**src/hdl/field_parity_sync_corrector_core_assert.svh**
```systemverilog
// ---------------------------------------------------------------------------
// Field parity sync corrector: assertion macros
// Concurrent checks on one clock with a synchronous active-low reset.
// Define ASSERT_OFF to compile every check away.
// ---------------------------------------------------------------------------
`ifndef FIELD_PARITY_SYNC_CORRECTOR_CORE_ASSERT_SVH
`define FIELD_PARITY_SYNC_CORRECTOR_CORE_ASSERT_SVH

`ifndef ASSERT_OFF
// Consequent must hold in the same cycle as the antecedent
`define FPSC_ASSERT_IMP(lbl, clk, rst_n, ante, cons) \
    lbl: assert property (@(posedge clk) disable iff (!rst_n) (ante) |-> (cons)) \
        else $error("fpsc assertion failed");
// Consequent must hold in the cycle after the antecedent
`define FPSC_ASSERT_NXT(lbl, clk, rst_n, ante, cons) \
    lbl: assert property (@(posedge clk) disable iff (!rst_n) (ante) |=> (cons)) \
        else $error("fpsc assertion failed");
`else
`define FPSC_ASSERT_IMP(lbl, clk, rst_n, ante, cons)
`define FPSC_ASSERT_NXT(lbl, clk, rst_n, ante, cons)
`endif

`endif

```
**src/hdl/fpsc_pkg.sv**
```systemverilog
// ---------------------------------------------------------------------------
// fpsc_pkg
// Shared widths, constants, codes and controller/datapath interface types
// for the field parity sync corrector.
// ---------------------------------------------------------------------------
`default_nettype none

package fpsc_pkg;

    // Field and register widths
    localparam int TS_W      = 33;   // 90 kHz timestamps
    localparam int CFG_W     = 16;   // configuration data
    localparam int CFG_IDX_W = 1;    // configuration register index
    localparam int PW        = 33;   // frame period
    localparam int SW        = 38;   // signed measurement arithmetic
    localparam int OFF_W     = 40;   // presentation offset
    localparam int RTR_W     = 8;    // retry count
    localparam int STAT_W    = 2;
    localparam int ACT_W     = 2;

    // Shared iterative divider
    localparam int DIV_DW = 34;      // dividend / quotient register
    localparam int DIV_VW = 33;      // divisor
    localparam int DIV_CW = 6;       // step counter

    // Stream packing
    localparam int IN_TDATA_W  = 104;
    localparam int IN_TUSER_W  = 2;
    localparam int OUT_TDATA_W = 56;

    // Configuration register indexes
    localparam logic [CFG_IDX_W-1:0] REG_NUM = 1'b0;
    localparam logic [CFG_IDX_W-1:0] REG_DEN = 1'b1;

    // Timing constants
    localparam logic [16:0]          TICKS_PER_SEC  = 17'd90000;
    localparam logic [PW-1:0]        DEFAULT_PERIOD = PW'(3600);
    localparam logic [PW-1:0]        MIN_PERIOD     = PW'(4);
    localparam logic signed [SW-1:0] BORDER_SLACK   = SW'(100);
    localparam logic signed [SW-1:0] MAX_AHEAD      = SW'(3 * 3600);

    // Divider step counts: full period division, and quarter-phase index
    localparam logic [DIV_CW-1:0] DIV_STEPS_PERIOD = DIV_CW'(PW);
    localparam logic [DIV_CW-1:0] DIV_STEPS_PHASE  = DIV_CW'(6);

    // Divider operand select
    localparam logic DIV_SEL_PERIOD = 1'b0;
    localparam logic DIV_SEL_PHASE  = 1'b1;

    // Result status codes
    localparam logic [STAT_W-1:0] ST_SKIP    = 2'd0;
    localparam logic [STAT_W-1:0] ST_TIMEOUT = 2'd1;
    localparam logic [STAT_W-1:0] ST_REJECT  = 2'd2;
    localparam logic [STAT_W-1:0] ST_ACCEPT  = 2'd3;

    // Frame counter actions
    localparam logic [ACT_W-1:0] ACT_LEAVE = 2'd0;
    localparam logic [ACT_W-1:0] ACT_ZERO  = 2'd1;
    localparam logic [ACT_W-1:0] ACT_TWO   = 2'd2;

    // Signed offset limits
    localparam logic signed [OFF_W-1:0] OFF_MAX = {1'b0, {(OFF_W-1){1'b1}}};
    localparam logic signed [OFF_W-1:0] OFF_MIN = {1'b1, {(OFF_W-1){1'b0}}};

    // Controller to datapath commands
    typedef struct packed {
        logic load;        // latch input item, form 90000*num
        logic div_start;   // launch divider
        logic div_sel;     // divider operands
        logic period_ld;   // capture frame period
        logic eval1;       // ahead, waited, limits
        logic eval2;       // z, first rejection terms
        logic eval3;       // final rejection, border window
        logic upd_rej;     // rejected measurement update
        logic upd_acc;     // accepted: border nudge, clear retries
        logic upd_half;    // accepted: half-period field shift
        logic res_ld;      // load output register
    } t_dp_cmd;

    // Datapath to controller status
    typedef struct packed {
        logic skip;        // trick mode or sync timeout
        logic reject;      // measurement rejected
        logic div_busy;
        logic div_done;
    } t_dp_stat;

endpackage

`default_nettype wire

```
**src/hdl/fpsc_div.sv**
```systemverilog
// ---------------------------------------------------------------------------
// fpsc_div
// Restoring divider, one quotient bit per cycle. The caller gives the number
// of steps; the quotient must fit in that many bits.
// ---------------------------------------------------------------------------
`default_nettype none

module fpsc_div
    import fpsc_pkg::*;
(
    input  wire logic              i_clk,
    input  wire logic              i_rst_n,
    input  wire logic              i_start,
    input  wire logic [DIV_CW-1:0] i_steps,
    input  wire logic [DIV_DW-1:0] i_dividend,
    input  wire logic [DIV_VW-1:0] i_divisor,
    output logic                   o_busy,
    output logic                   o_done,
    output logic [DIV_DW-1:0]      o_quot
);

    logic              r_busy;
    logic [DIV_CW-1:0] r_cnt;
    logic [DIV_DW-1:0] r_acc;
    logic [DIV_VW-1:0] r_rem;
    logic [DIV_VW-1:0] r_dvs;

    logic [DIV_VW:0]   w_trial;
    logic [DIV_VW:0]   w_diff;
    logic [DIV_CW-1:0] w_shift;
    logic              n_qbit;
    logic [DIV_VW-1:0] n_rem;

    // One trial subtraction per step
    always_comb begin
        w_trial = {r_rem, r_acc[DIV_DW-1]};
        w_diff  = w_trial - {1'b0, r_dvs};
        n_qbit  = (w_trial >= {1'b0, r_dvs});
        n_rem   = n_qbit ? w_diff[DIV_VW-1:0] : w_trial[DIV_VW-1:0];
        w_shift = DIV_CW'(DIV_DW) - i_steps;
    end

    // Step counter
    always_ff @(posedge i_clk) begin
        if (!i_rst_n) begin
            r_busy <= 1'b0;
            r_cnt  <= '0;
        end else if (i_start) begin
            r_busy <= 1'b1;
            r_cnt  <= i_steps;
        end else if (r_busy) begin
            if (r_cnt == '0) begin
                r_busy <= 1'b0;
            end else begin
                r_cnt <= r_cnt - 1'b1;
            end
        end
    end

    // Align dividend bits to shift in; shift quotient bits in at the bottom
    always_ff @(posedge i_clk) begin
        if (i_start) begin
            r_acc <= i_dividend << w_shift;
            r_rem <= DIV_VW'(i_dividend >> i_steps);
            r_dvs <= i_divisor;
        end else if (r_busy && (r_cnt != '0)) begin
            r_rem <= n_rem;
            r_acc <= {r_acc[DIV_DW-2:0], n_qbit};
        end
    end

    assign o_busy = r_busy;
    assign o_done = r_busy && (r_cnt == '0);
    assign o_quot = r_acc;

endmodule

`default_nettype wire

```
**src/hdl/fpsc_dp.sv**
```systemverilog
// ---------------------------------------------------------------------------
// fpsc_dp
// Datapath: configuration registers, item latch, frame period, measurement
// evaluation, saturating offset and retry state, result register.
// ---------------------------------------------------------------------------
`default_nettype none

module fpsc_dp
    import fpsc_pkg::*;
(
    input  wire logic                 i_clk,
    input  wire logic                 i_rst_n,
    input  wire logic                 i_cfg_we,
    input  wire logic [CFG_IDX_W-1:0] i_cfg_idx,
    input  wire logic [CFG_W-1:0]     i_cfg_wdata,
    input  wire logic                 i_trick,
    input  wire logic                 i_sync,
    input  wire logic [TS_W-1:0]      i_pts,
    input  wire logic [TS_W-1:0]      i_before,
    input  wire logic [TS_W-1:0]      i_after,
    input  wire t_dp_cmd              i_cmd,
    output t_dp_stat                  o_stat,
    output logic [STAT_W-1:0]         o_status,
    output logic [ACT_W-1:0]          o_action,
    output logic                      o_adjusted,
    output logic signed [OFF_W-1:0]   o_offset,
    output logic [RTR_W-1:0]          o_retries
);

    // Configuration and persistent state
    logic [CFG_W-1:0]        r_num;
    logic [CFG_W-1:0]        r_den;
    logic signed [OFF_W-1:0] r_off;
    logic [RTR_W-1:0]        r_retry;

    // Item working registers
    logic                    r_trick;
    logic                    r_sync;
    logic [TS_W-1:0]         r_pts;
    logic [TS_W-1:0]         r_before;
    logic [TS_W-1:0]         r_after;
    logic [PW-1:0]           r_prod;
    logic [PW-1:0]           r_period;
    logic signed [SW-1:0]    r_ahead;
    logic signed [SW-1:0]    r_waited;
    logic signed [SW-1:0]    r_lim;
    logic signed [SW-1:0]    r_border;
    logic signed [SW-1:0]    r_z;
    logic signed [SW-1:0]    r_blo;
    logic signed [SW-1:0]    r_bhi;
    logic                    r_rej_a;
    logic                    r_rej;
    logic                    r_bord;
    logic                    r_adj;

    // Result register
    logic [STAT_W-1:0]       r_o_status;
    logic [ACT_W-1:0]        r_o_action;
    logic                    r_o_adj;
    logic signed [OFF_W-1:0] r_o_off;
    logic [RTR_W-1:0]        r_o_retry;

    logic [PW-1:0]           w_prod;
    logic [DIV_DW-1:0]       w_dvd;
    logic [DIV_VW-1:0]       w_dvs;
    logic [DIV_CW-1:0]       w_steps;
    logic                    w_div_busy;
    logic                    w_div_done;
    logic [DIV_DW-1:0]       w_quot;
    logic signed [SW-1:0]    w_period_s;
    logic signed [SW-1:0]    w_p8;
    logic signed [OFF_W-1:0] w_half;
    logic signed [OFF_W-1:0] w_eighth;
    logic signed [OFF_W-1:0] w_delta;
    logic signed [OFF_W:0]   w_sum;
    logic signed [OFF_W-1:0] n_off;
    logic                    w_off_en;
    logic [STAT_W-1:0]       w_status;
    logic [ACT_W-1:0]        w_action;

    // Configuration writes
    always_ff @(posedge i_clk) begin
        if (!i_rst_n) begin
            r_num <= '0;
            r_den <= '0;
        end else if (i_cfg_we) begin
            unique case (i_cfg_idx)
                REG_NUM: r_num <= i_cfg_wdata;
                REG_DEN: r_den <= i_cfg_wdata;
            endcase
        end
    end

    assign w_prod = PW'(TICKS_PER_SEC) * PW'(r_num);

    // Shared divider operands: period from 90000*num/den, or phase z/(period/4)
    always_comb begin
        if (i_cmd.div_sel == DIV_SEL_PHASE) begin
            w_dvd   = r_z[DIV_DW-1:0];
            w_dvs   = {2'b00, r_period[PW-1:2]};
            w_steps = DIV_STEPS_PHASE;
        end else begin
            w_dvd   = {1'b0, r_prod};
            w_dvs   = {{(DIV_VW-CFG_W){1'b0}}, r_den};
            w_steps = DIV_STEPS_PERIOD;
        end
    end

    fpsc_div u_div (
        .i_clk      (i_clk),
        .i_rst_n    (i_rst_n),
        .i_start    (i_cmd.div_start),
        .i_steps    (w_steps),
        .i_dividend (w_dvd),
        .i_divisor  (w_dvs),
        .o_busy     (w_div_busy),
        .o_done     (w_div_done),
        .o_quot     (w_quot)
    );

    assign w_period_s = $signed({{(SW-PW){1'b0}}, r_period});
    assign w_p8       = w_period_s <<< 3;

    // Latch item, evaluate measurement in three short stages
    always_ff @(posedge i_clk) begin
        if (i_cmd.load) begin
            r_trick  <= i_trick;
            r_sync   <= i_sync;
            r_pts    <= i_pts;
            r_before <= i_before;
            r_after  <= i_after;
            r_prod   <= w_prod;
        end
        if (i_cmd.period_ld) begin
            if (r_den == '0) begin
                r_period <= DEFAULT_PERIOD;
            end else if (w_quot[PW-1:0] < MIN_PERIOD) begin
                r_period <= MIN_PERIOD;
            end else begin
                r_period <= w_quot[PW-1:0];
            end
        end
        if (i_cmd.eval1) begin
            r_ahead  <= $signed({{(SW-TS_W){1'b0}}, r_pts})
                      - $signed({{(SW-TS_W){1'b0}}, r_after});
            r_waited <= $signed({{(SW-TS_W){1'b0}}, r_after})
                      - $signed({{(SW-TS_W){1'b0}}, r_before});
            r_lim    <= w_period_s + BORDER_SLACK;
            r_border <= w_period_s + (w_period_s >>> 1);
        end
        if (i_cmd.eval2) begin
            r_z     <= r_ahead + w_period_s;
            r_rej_a <= (r_waited > r_lim) || r_ahead[SW-1] || (r_ahead > MAX_AHEAD);
            r_blo   <= r_border - BORDER_SLACK;
            r_bhi   <= r_border + BORDER_SLACK;
        end
        if (i_cmd.eval3) begin
            r_rej  <= r_rej_a || r_z[SW-1] || (r_z > w_p8);
            r_bord <= (r_z > r_blo) && (r_z < r_bhi);
        end
    end

    // Offset change: plus half a period, or minus an eighth, saturated
    always_comb begin
        w_half   = $signed({{(OFF_W-PW+1){1'b0}}, r_period[PW-1:1]});
        w_eighth = $signed({{(OFF_W-PW+3){1'b0}}, r_period[PW-1:3]});
        w_delta  = i_cmd.upd_half ? w_half : -w_eighth;
        w_sum    = {r_off[OFF_W-1], r_off} + {w_delta[OFF_W-1], w_delta};
        if (w_sum[OFF_W] != w_sum[OFF_W-1]) begin
            n_off = w_sum[OFF_W] ? OFF_MIN : OFF_MAX;
        end else begin
            n_off = w_sum[OFF_W-1:0];
        end
        w_off_en = (i_cmd.upd_rej && r_z[SW-1])
                || (i_cmd.upd_acc && r_bord)
                || (i_cmd.upd_half && !w_quot[1]);
    end

    // Persistent state
    always_ff @(posedge i_clk) begin
        if (!i_rst_n) begin
            r_off   <= '0;
            r_retry <= '0;
        end else begin
            if (w_off_en) begin
                r_off <= n_off;
            end
            if (i_cmd.upd_rej && (r_retry != {RTR_W{1'b1}})) begin
                r_retry <= r_retry + 1'b1;
            end else if (i_cmd.upd_acc) begin
                r_retry <= '0;
            end
        end
    end

    // Field shift flag for the current item
    always_ff @(posedge i_clk) begin
        if (i_cmd.load) begin
            r_adj <= 1'b0;
        end else if (i_cmd.upd_half) begin
            r_adj <= !w_quot[1];
        end
    end

    // Result classification
    always_comb begin
        if (r_trick) begin
            w_status = ST_SKIP;
        end else if (!r_sync) begin
            w_status = ST_TIMEOUT;
        end else if (r_rej) begin
            w_status = ST_REJECT;
        end else begin
            w_status = ST_ACCEPT;
        end
        case (w_status)
            ST_TIMEOUT: w_action = ACT_ZERO;
            ST_REJECT:  w_action = ACT_TWO;
            default:    w_action = ACT_LEAVE;
        endcase
    end

    // Snapshot the result
    always_ff @(posedge i_clk) begin
        if (i_cmd.res_ld) begin
            r_o_status <= w_status;
            r_o_action <= w_action;
            r_o_adj    <= r_adj;
            r_o_off    <= r_off;
            r_o_retry  <= r_retry;
        end
    end

    assign o_stat.skip     = r_trick || !r_sync;
    assign o_stat.reject   = r_rej;
    assign o_stat.div_busy = w_div_busy;
    assign o_stat.div_done = w_div_done;

    assign o_status   = r_o_status;
    assign o_action   = r_o_action;
    assign o_adjusted = r_o_adj;
    assign o_offset   = r_o_off;
    assign o_retries  = r_o_retry;

endmodule

`default_nettype wire

```
**src/hdl/fpsc_ctrl.sv**
```systemverilog
// ---------------------------------------------------------------------------
// fpsc_ctrl
// Sequencer: walks one item through period division, evaluation, state
// update and, for accepted measurements, phase division; owns the output valid flag.
// ---------------------------------------------------------------------------
`default_nettype none

module fpsc_ctrl
    import fpsc_pkg::*;
(
    input  wire logic     i_clk,
    input  wire logic     i_rst_n,
    input  wire logic     i_in_valid,
    output logic          o_in_ready,
    input  wire logic     i_out_ready,
    output logic          o_out_valid,
    input  wire t_dp_stat i_stat,
    output t_dp_cmd       o_cmd
);

    localparam logic [3:0] S_IDLE  = 4'd0;
    localparam logic [3:0] S_CHK   = 4'd1;
    localparam logic [3:0] S_PWAIT = 4'd2;
    localparam logic [3:0] S_EVAL1 = 4'd3;
    localparam logic [3:0] S_EVAL2 = 4'd4;
    localparam logic [3:0] S_EVAL3 = 4'd5;
    localparam logic [3:0] S_UPD   = 4'd6;
    localparam logic [3:0] S_MWAIT = 4'd7;
    localparam logic [3:0] S_OUT   = 4'd8;

    logic [3:0] r_state;
    logic [3:0] n_state;
    logic       r_out_valid;
    logic       n_out_valid;

    // Next state and commands
    always_comb begin
        n_state = r_state;
        o_cmd   = '0;
        unique case (r_state)
            S_IDLE: begin
                if (i_in_valid) begin
                    o_cmd.load = 1'b1;
                    n_state    = S_CHK;
                end
            end
            S_CHK: begin
                if (i_stat.skip) begin
                    n_state = S_OUT;
                end else begin
                    o_cmd.div_start = 1'b1;
                    o_cmd.div_sel   = DIV_SEL_PERIOD;
                    n_state         = S_PWAIT;
                end
            end
            S_PWAIT: begin
                if (i_stat.div_done) begin
                    o_cmd.period_ld = 1'b1;
                    n_state         = S_EVAL1;
                end
            end
            S_EVAL1: begin
                o_cmd.eval1 = 1'b1;
                n_state     = S_EVAL2;
            end
            S_EVAL2: begin
                o_cmd.eval2 = 1'b1;
                n_state     = S_EVAL3;
            end
            S_EVAL3: begin
                o_cmd.eval3 = 1'b1;
                n_state     = S_UPD;
            end
            S_UPD: begin
                if (i_stat.reject) begin
                    o_cmd.upd_rej = 1'b1;
                    n_state       = S_OUT;
                end else begin
                    o_cmd.upd_acc   = 1'b1;
                    o_cmd.div_start = 1'b1;
                    o_cmd.div_sel   = DIV_SEL_PHASE;
                    n_state         = S_MWAIT;
                end
            end
            S_MWAIT: begin
                if (i_stat.div_done) begin
                    o_cmd.upd_half = 1'b1;
                    n_state        = S_OUT;
                end
            end
            S_OUT: begin
                if (!r_out_valid || i_out_ready) begin
                    o_cmd.res_ld = 1'b1;
                    n_state      = S_IDLE;
                end
            end
            default: n_state = S_IDLE;
        endcase
    end

    // Hold result valid until taken
    always_comb begin
        if (o_cmd.res_ld) begin
            n_out_valid = 1'b1;
        end else if (i_out_ready) begin
            n_out_valid = 1'b0;
        end else begin
            n_out_valid = r_out_valid;
        end
    end

    always_ff @(posedge i_clk) begin
        if (!i_rst_n) begin
            r_state     <= S_IDLE;
            r_out_valid <= 1'b0;
        end else begin
            r_state     <= n_state;
            r_out_valid <= n_out_valid;
        end
    end

    assign o_in_ready  = (r_state == S_IDLE);
    assign o_out_valid = r_out_valid;

endmodule

`default_nettype wire

```
**src/hdl/field_parity_sync_corrector_core.sv**
```systemverilog
// ---------------------------------------------------------------------------
// field_parity_sync_corrector_core
// Keeps a presentation offset and retry count from per-frame timestamp and
// clock samples taken around a field-sync wait.
// Input stream (s_axis): one item per frame; tuser flags, tdata timestamps.
// Output stream (m_axis): exactly one result item per input item, in order.
// Config port: i_cfg_we/i_cfg_idx/i_cfg_wdata write frame rate num (0) and
// den (1); write only while no item is in flight.
// After accept, trick-mode and sync-timeout items go straight to the output;
// measurements pass through the bit-serial period division (90000*num/den),
// evaluation and the update, then on acceptance the quarter-phase
// division on the same divider, plus handshake.
// One item is worked on at a time: a new item is accepted only once the
// last one's result has been loaded into the output register.
// Reset (synchronous, active low) clears offset, retry count, frame rate
// registers and both stream sides.
// A stalled receiver holds the finished result in the output register;
// the next item is still accepted and worked on, and waits for the slot.
// ---------------------------------------------------------------------------
`default_nettype none

`include "field_parity_sync_corrector_core_assert.svh"

module field_parity_sync_corrector_core
    import fpsc_pkg::*;
(
    input  wire logic                   i_clk,
    input  wire logic                   i_rst_n,
    // Configuration
    input  wire logic                   i_cfg_we,
    input  wire logic [CFG_IDX_W-1:0]   i_cfg_idx,
    input  wire logic [CFG_W-1:0]       i_cfg_wdata,
    // Input items
    input  wire logic                   s_axis_tvalid,
    output logic                        s_axis_tready,
    // [32:0] present_time, [65:33] clock_before, [98:66] clock_after
    input  wire logic [IN_TDATA_W-1:0]  s_axis_tdata,
    // [0] trick_mode, [1] sync_ok
    input  wire logic [IN_TUSER_W-1:0]  s_axis_tuser,
    // Result items
    output logic                        m_axis_tvalid,
    input  wire logic                   m_axis_tready,
    // [1:0] frame_counter_action, [2] field_adjusted, [42:3] new_offset,
    // [50:43] retries_now
    output logic [OUT_TDATA_W-1:0]      m_axis_tdata,
    // [1:0] status
    output logic [STAT_W-1:0]           m_axis_tuser
);

    t_dp_cmd                 w_cmd;
    t_dp_stat                w_stat;
    logic [ACT_W-1:0]        w_action;
    logic                    w_adjusted;
    logic signed [OFF_W-1:0] w_offset;
    logic [RTR_W-1:0]        w_retries;

    fpsc_ctrl u_ctrl (
        .i_clk       (i_clk),
        .i_rst_n     (i_rst_n),
        .i_in_valid  (s_axis_tvalid),
        .o_in_ready  (s_axis_tready),
        .i_out_ready (m_axis_tready),
        .o_out_valid (m_axis_tvalid),
        .i_stat      (w_stat),
        .o_cmd       (w_cmd)
    );

    fpsc_dp u_dp (
        .i_clk       (i_clk),
        .i_rst_n     (i_rst_n),
        .i_cfg_we    (i_cfg_we),
        .i_cfg_idx   (i_cfg_idx),
        .i_cfg_wdata (i_cfg_wdata),
        .i_trick     (s_axis_tuser[0]),
        .i_sync      (s_axis_tuser[1]),
        .i_pts       (s_axis_tdata[TS_W-1:0]),
        .i_before    (s_axis_tdata[2*TS_W-1:TS_W]),
        .i_after     (s_axis_tdata[3*TS_W-1:2*TS_W]),
        .i_cmd       (w_cmd),
        .o_stat      (w_stat),
        .o_status    (m_axis_tuser),
        .o_action    (w_action),
        .o_adjusted  (w_adjusted),
        .o_offset    (w_offset),
        .o_retries   (w_retries)
    );

    // Pack result fields, zero fill to whole bytes
    assign m_axis_tdata = {
        {(OUT_TDATA_W-ACT_W-1-OFF_W-RTR_W){1'b0}},
        w_retries, w_offset, w_adjusted, w_action
    };

    // Input side closes for the item being worked on
    `FPSC_ASSERT_NXT(a_busy_after_accept, i_clk, i_rst_n, s_axis_tvalid && s_axis_tready, !s_axis_tready)
    // Result register is never overwritten while still held
    `FPSC_ASSERT_IMP(a_result_slot_free, i_clk, i_rst_n, w_cmd.res_ld, !m_axis_tvalid || m_axis_tready)
    // Divider is launched only when idle
    `FPSC_ASSERT_IMP(a_div_idle_start, i_clk, i_rst_n, w_cmd.div_start, !w_stat.div_busy)
    // Skipped items never touch offset or retry state
    `FPSC_ASSERT_IMP(a_skip_no_update, i_clk, i_rst_n, w_cmd.upd_rej || w_cmd.upd_acc || w_cmd.upd_half, !w_stat.skip)

endmodule

`default_nettype wire
```
**config.mk**
```make
export PLATFORM = sky130hd
export DESIGN_NAME = field_parity_sync_corrector_core
export DESIGN_NICKNAME = d
export VERILOG_FILES = /design/src/hdl/fpsc_pkg.sv /design/src/hdl/fpsc_div.sv /design/src/hdl/fpsc_dp.sv /design/src/hdl/fpsc_ctrl.sv /design/src/hdl/field_parity_sync_corrector_core.sv
export VERILOG_INCLUDE_DIRS = /design/src /design/src/hdl
export SDC_FILE = /design/constraint.sdc
export NUM_CORES = 2
export LEC_CHECK = 0
export BUFFER_PORTS_ARGS = -buffer_cell sky130_fd_sc_hd__buf_2
export CORE_ASPECT_RATIO = 0.75
export CORE_MARGIN = 4
export CORE_UTILIZATION = 45
export CTS_CLUSTER_DIAMETER = 120
export CTS_CLUSTER_SIZE = 30
export DETAILED_ROUTE_END_ITERATION = 10
export GPL_TIMING_DRIVEN = 0
export SYNTH_ARGS = -nofsm -noshare
export SYNTH_HDL_FRONTEND = slang
export SYNTH_SLANG_ARGS = --single-unit
```
**constraint.sdc**
```tcl
create_clock -name i_clk -period 11.9 [get_ports i_clk]
set_input_delay 1.19 -clock i_clk [delete_from_list [all_inputs] [get_ports i_clk]]
set_output_delay 1.19 -clock i_clk [all_outputs]
set_load 0.03 [all_outputs]
```
==> impl.org <==
** Global routing
- First-pass GRT wire length :: 182000 um
- Across every metal layer, demand over resource in global routing totals 23.4%.
- In the global route stage, met1 resource usage came out at 37.7%.
- Busiest grt layer :: met1
- Total congestion overflow :: 0
- Met2 usage :: 32.2%
- The initial antenna violation count was 4.
- Pin count of the biggest net entering global routing :: 68
- GR met3 Demand/Resource :: 3.68%
- Number of global-route vias before repair :: 30000

** Detailed routing
- Summed over all layers, the routed wires come to 119000 um.
- Total number of vias :: 31400
- Dividing the detail-routed wire length by the instance count gives 21.0 um.
- After detailed routing, the number of remaining DRC violations is 0.
- Total iterations of the first detailed-routing run :: 5
- For this block, the initial DRC count from the detailed router was 2995.
- Using the TritonRoute via totals, the vias-per-cell ratio works out to 5.54.
- Post-detailed-route count of antenna-violating nets :: 0

** Setup path
- CP startpoint kind :: register
- Crit path max fanout :: 10
- By startpoint and endpoint, the worst setup path is classified as register to register.
- Dominant delay contributor by cell family on the critical path :: compound AO/OA/AOI/OAI gates
- Required @ worst endpoint :: 12490 ps
- Critical path data arrival time :: 7390 ps
- Delay of the slowest cell on the worst path :: 690 ps
- STA classifies the critical path endpoint as a register.
- The slowest stage of the critical path belongs to the cell o21ai_0.
- Top cell by count, worst path :: o21ai_0
- Counting both buffers and inverters, the worst setup path holds a total of 4.

** Flow run
- Number of max-cap violations :: 0

** Timing
- The total count of hold-check failures in the final report came to 0.
- For the pin with the worst max-slew slack, the measured transition is 1160 ps.
- Share of the cycle needed by the critical path after routing :: 57.1%
- Final setup viols :: 0
- Measured against its own limit, the worst slew margin works out to 22.2%.
- Min setup slack post-route :: 5100 ps
- Min cycle time layout :: 6800 ps
- RSZ-0062 raised after global routing :: false
- Derived from the worst setup path, the maximum achievable clock frequency is 0.147 GHz.
- The number of pins exceeding their max-slew limit in the final report was 0.
- Clock Skews :: 55.6 ps

** Placed design
- Routability congestion estimate :: 1.03
- Final HPWL DP :: 94600 um
- Pre-CTS worst setup slack :: 5250 ps
- The count of buffers added on input and output ports is 176.

** CTS
- Post-CTS clock slew at the launch and capture registers of the worst setup and hold paths :: 120 ps
- TritonCTS built the clock tree.
- The clock drives 654 sinks.
- Post-CTS repair changed the size of 0 cells.
- The number of hold buffers added after CTS was 0.
- Num CTS Buffers :: 26
- Clock latency on the worst-skew pair, taken at its later pin, is 670 ps.
- Post-CTS Setup Repair Bufs :: 0
- Maximum number of buffers from clock root to sink :: 3
- H-tree Lvls :: 1
- CTS Root Cell :: clkbuf_16

** Floorplanning
- The die covers 101000 um2.
- In this run the core area contains 98 standard-cell rows.
- The die is 276 um tall.
- The region available for standard cell placement spans 95300 um2.
- Once the floorplan was initialized, standard cells occupied 45.3% of the core.
- During I/O placement, the number of pins put on the boundary was 188.
- From left edge to right edge, the die measures 366 um.

** Synthesis
- Avg Inst Size Synth :: 10.3 um2
- Top cells by instance count after synthesis :: edfxtp_1 (561), inv_1 (497), ha_1 (479)
- Counting flops with a built-in enable in the synthesized netlist gives 561.
- Counting every instance in the synthesized netlist gives 4178.
- Summed over all instances, the cell type with the most area after synthesis is edfxtp_1.
- Leading cell type by number of instances after synthesis :: edfxtp_1
- In this run, distinct cell masters in the synthesized netlist total 86.
- Ranked by total cell area, the synthesized netlist is headed by edfxtp_1 (39%), ha_1 (14%), fa_1 (4.6%), xnor2_1 (4.5%), inv_1 (4.3%).
- The cell area that synthesis handed to floorplanning was 43200 um2.
- Sequential fraction of the synthesis area :: 43.4%
- Counting flops with an async set or reset pin after synthesis yields a share of 0%.
- Yosys synthesis warning count :: 0
- The most used flip-flop cell after synthesis is edfxtp_1.
- Register bit count reported by yosys :: 654
- Area share of the largest cell type after synthesis :: 39.0%

** Outcome
- The run finished with clean final reports.

** Power and ir drop
- Final Power :: 6.67 mW
- Leakage power total :: 20.0 nW
- Pwr per Cell Area :: 143 nW/um2
- Maximum VDD drop :: 0.151 mV

** Finish
- The final layout contains 5114 nets.
- The filler cells instantiated in the layout total 8778.
- From synthesis to final layout, the design area changed by 8.37%.
- Sequential Area :: 18700 um2
- Antenna diodes :: 0
- In the final layout, the multi-input gates occupy 22200 um2.
- Cells with a size suffix above 1 make up 6.21% of the layout.

** Min path
- The min-delay analysis places its worst path in the category register to register.
[stage by stage]
| stage | utilization, % | hold WS, ps | std cells | TNS, ps | area [um2] |
|---|---|---|---|---|---|
| after global placement | 47.9 | 402 | 5608 | -107110 | 45600 |
| final | 49.1 | 443 | 5678 | 0 | 46800 |
| after floorplan | - | 400 | 4182 | 0 | 43200 |
| after detailed placement | 48.3 | 415 | 5630 | 0 | 46000 |
| after global routing | 49.1 | 455 | 5678 | 0 | 46800 |
| after CTS | 49.1 | 447 | 5678 | 0 | 46800 |
[cell usage in the layout, fill, tap and decap left out, types with 10 or more instances in the layout]
cell and instances:
a22o_1 40, nand3_1 82, inv_1 497, o21a_1 50, clkbuf_1 115, nor2_1 213, a21o_1 148, and2_1 47
ha_1 479, o21ai_0 239, or3_1 12, dfxtp_1 93, nor4_1 25, a21oi_1 334, nor3_1 41, nor2b_1 54
a211oi_1 14, buf_2 182, o21bai_1 24, nand2b_1 49, edfxtp_1 561, a31oi_1 19, buf_6 11, a41oi_1 14
nand2_1 272, fa_1 99, and3_1 35, buf_4 10, xor2_1 92, o211ai_1 12, xnor2_1 224, nand4_1 58
a21boi_0 48, clkbuf_16 27, o21ai_1 25
[logic make-up (layout without fill, tap and decap cells)]
logic type	after synthesis	count (layout)	share of synthesized area, %
buffers and inverters	612	858	5.41
other	1	5	0.00869
XOR/XNOR	316	316	6.41
adder cells (fa/ha/maj)	580	580	18.5
AO/OA/AOI/OAI	1063	1063	15.4
AND/OR/NAND/NOR	946	946	10.7
multiplexers	6	6	0.139
flip-flops	654	654	43.4
[layer usage]
metal | routed length (um) | part of all wire, %
met5 | 49 | 0.041
met2 | 46800 | 39
met3 | 8500 | 7.1
met4 | 3610 | 3.0
met1 | 60100 | 50
[final cells by class]
type                    count  share of cell area [%]
plain buffers             114                   0.995
clock buffers              43                    1.57
clock inverters             5                  0.0963
inverters                 498                    4.00
multi-input cells        2916                    47.4
flip-flops and latches    654                    40.0
well taps                1250                    3.34
repair buffers            198                    2.58
[worst paths after layout]
path | start | endpoint | slack [ps] | cells after the start
max | u_dp.r_period[5]$_SDFFCE_PP0P_ | u_dp.r_off[37]$_SDFFE_PN0P_ | 5100 | 25
min | u_dp.r_border[0]$_DFFE_PP_ | u_dp.r_blo[0]$_DFFE_PP_ | 440 | 0
max reg2reg | u_dp.r_period[5]$_SDFFCE_PP0P_ | u_dp.r_off[37]$_SDFFE_PN0P_ | 5100 | 25
min reg2reg | u_dp.r_border[0]$_DFFE_PP_ | u_dp.r_blo[0]$_DFFE_PP_ | 440 | 0
[worst reg2reg max path, cell delays in order, from the launching register on]
cell and delay [ps]:
edfxtp_1 640, inv_1 480, ha_1 440, nand2_1 150
nor2_1 230, and3_1 260, nand3_1 140, nor2_1 250
nand3_1 130, nor2_1 400, xnor2_1 120, o21ai_0 690
ha_1 370, clkbuf_1 190, a21oi_1 200, o21ai_0 170
a21oi_1 260, o21ai_0 130, a21oi_1 140, o21ai_0 100
a211o_1 320, xor2_1 200, buf_2 250, buf_2 260
o21ai_0 120, a21oi_1 150
[where the power goes]
| part | total, mW | internal, mW | switching [mW] |
|---|---|---|---|
| registers | 3.18 | 2.99 | 0.196 |
| logic | 2.32 | 0.933 | 1.38 |
| clock network | 1.17 | 0.438 | 0.736 |
[state kept, by name, indices dropped and copies added (netlist names), 16 cells and up]
register,flops
u_dp.o_offset,40
u_dp.r_after,33
u_dp.r_ahead,34
u_dp.r_before,33
u_dp.r_bhi,32
u_dp.r_blo,38
u_dp.r_border,34
u_dp.r_den,16
u_dp.r_lim,34
u_dp.r_num,16
u_dp.r_off,40
u_dp.r_period,33
u_dp.r_prod,29
u_dp.r_pts,33
u_dp.r_waited,34
u_dp.r_z,38
u_dp.u_div.o_quot,34
u_dp.u_div.r_dvs,31
u_dp.u_div.r_rem,33
Power figures use the tool's default switching activity.
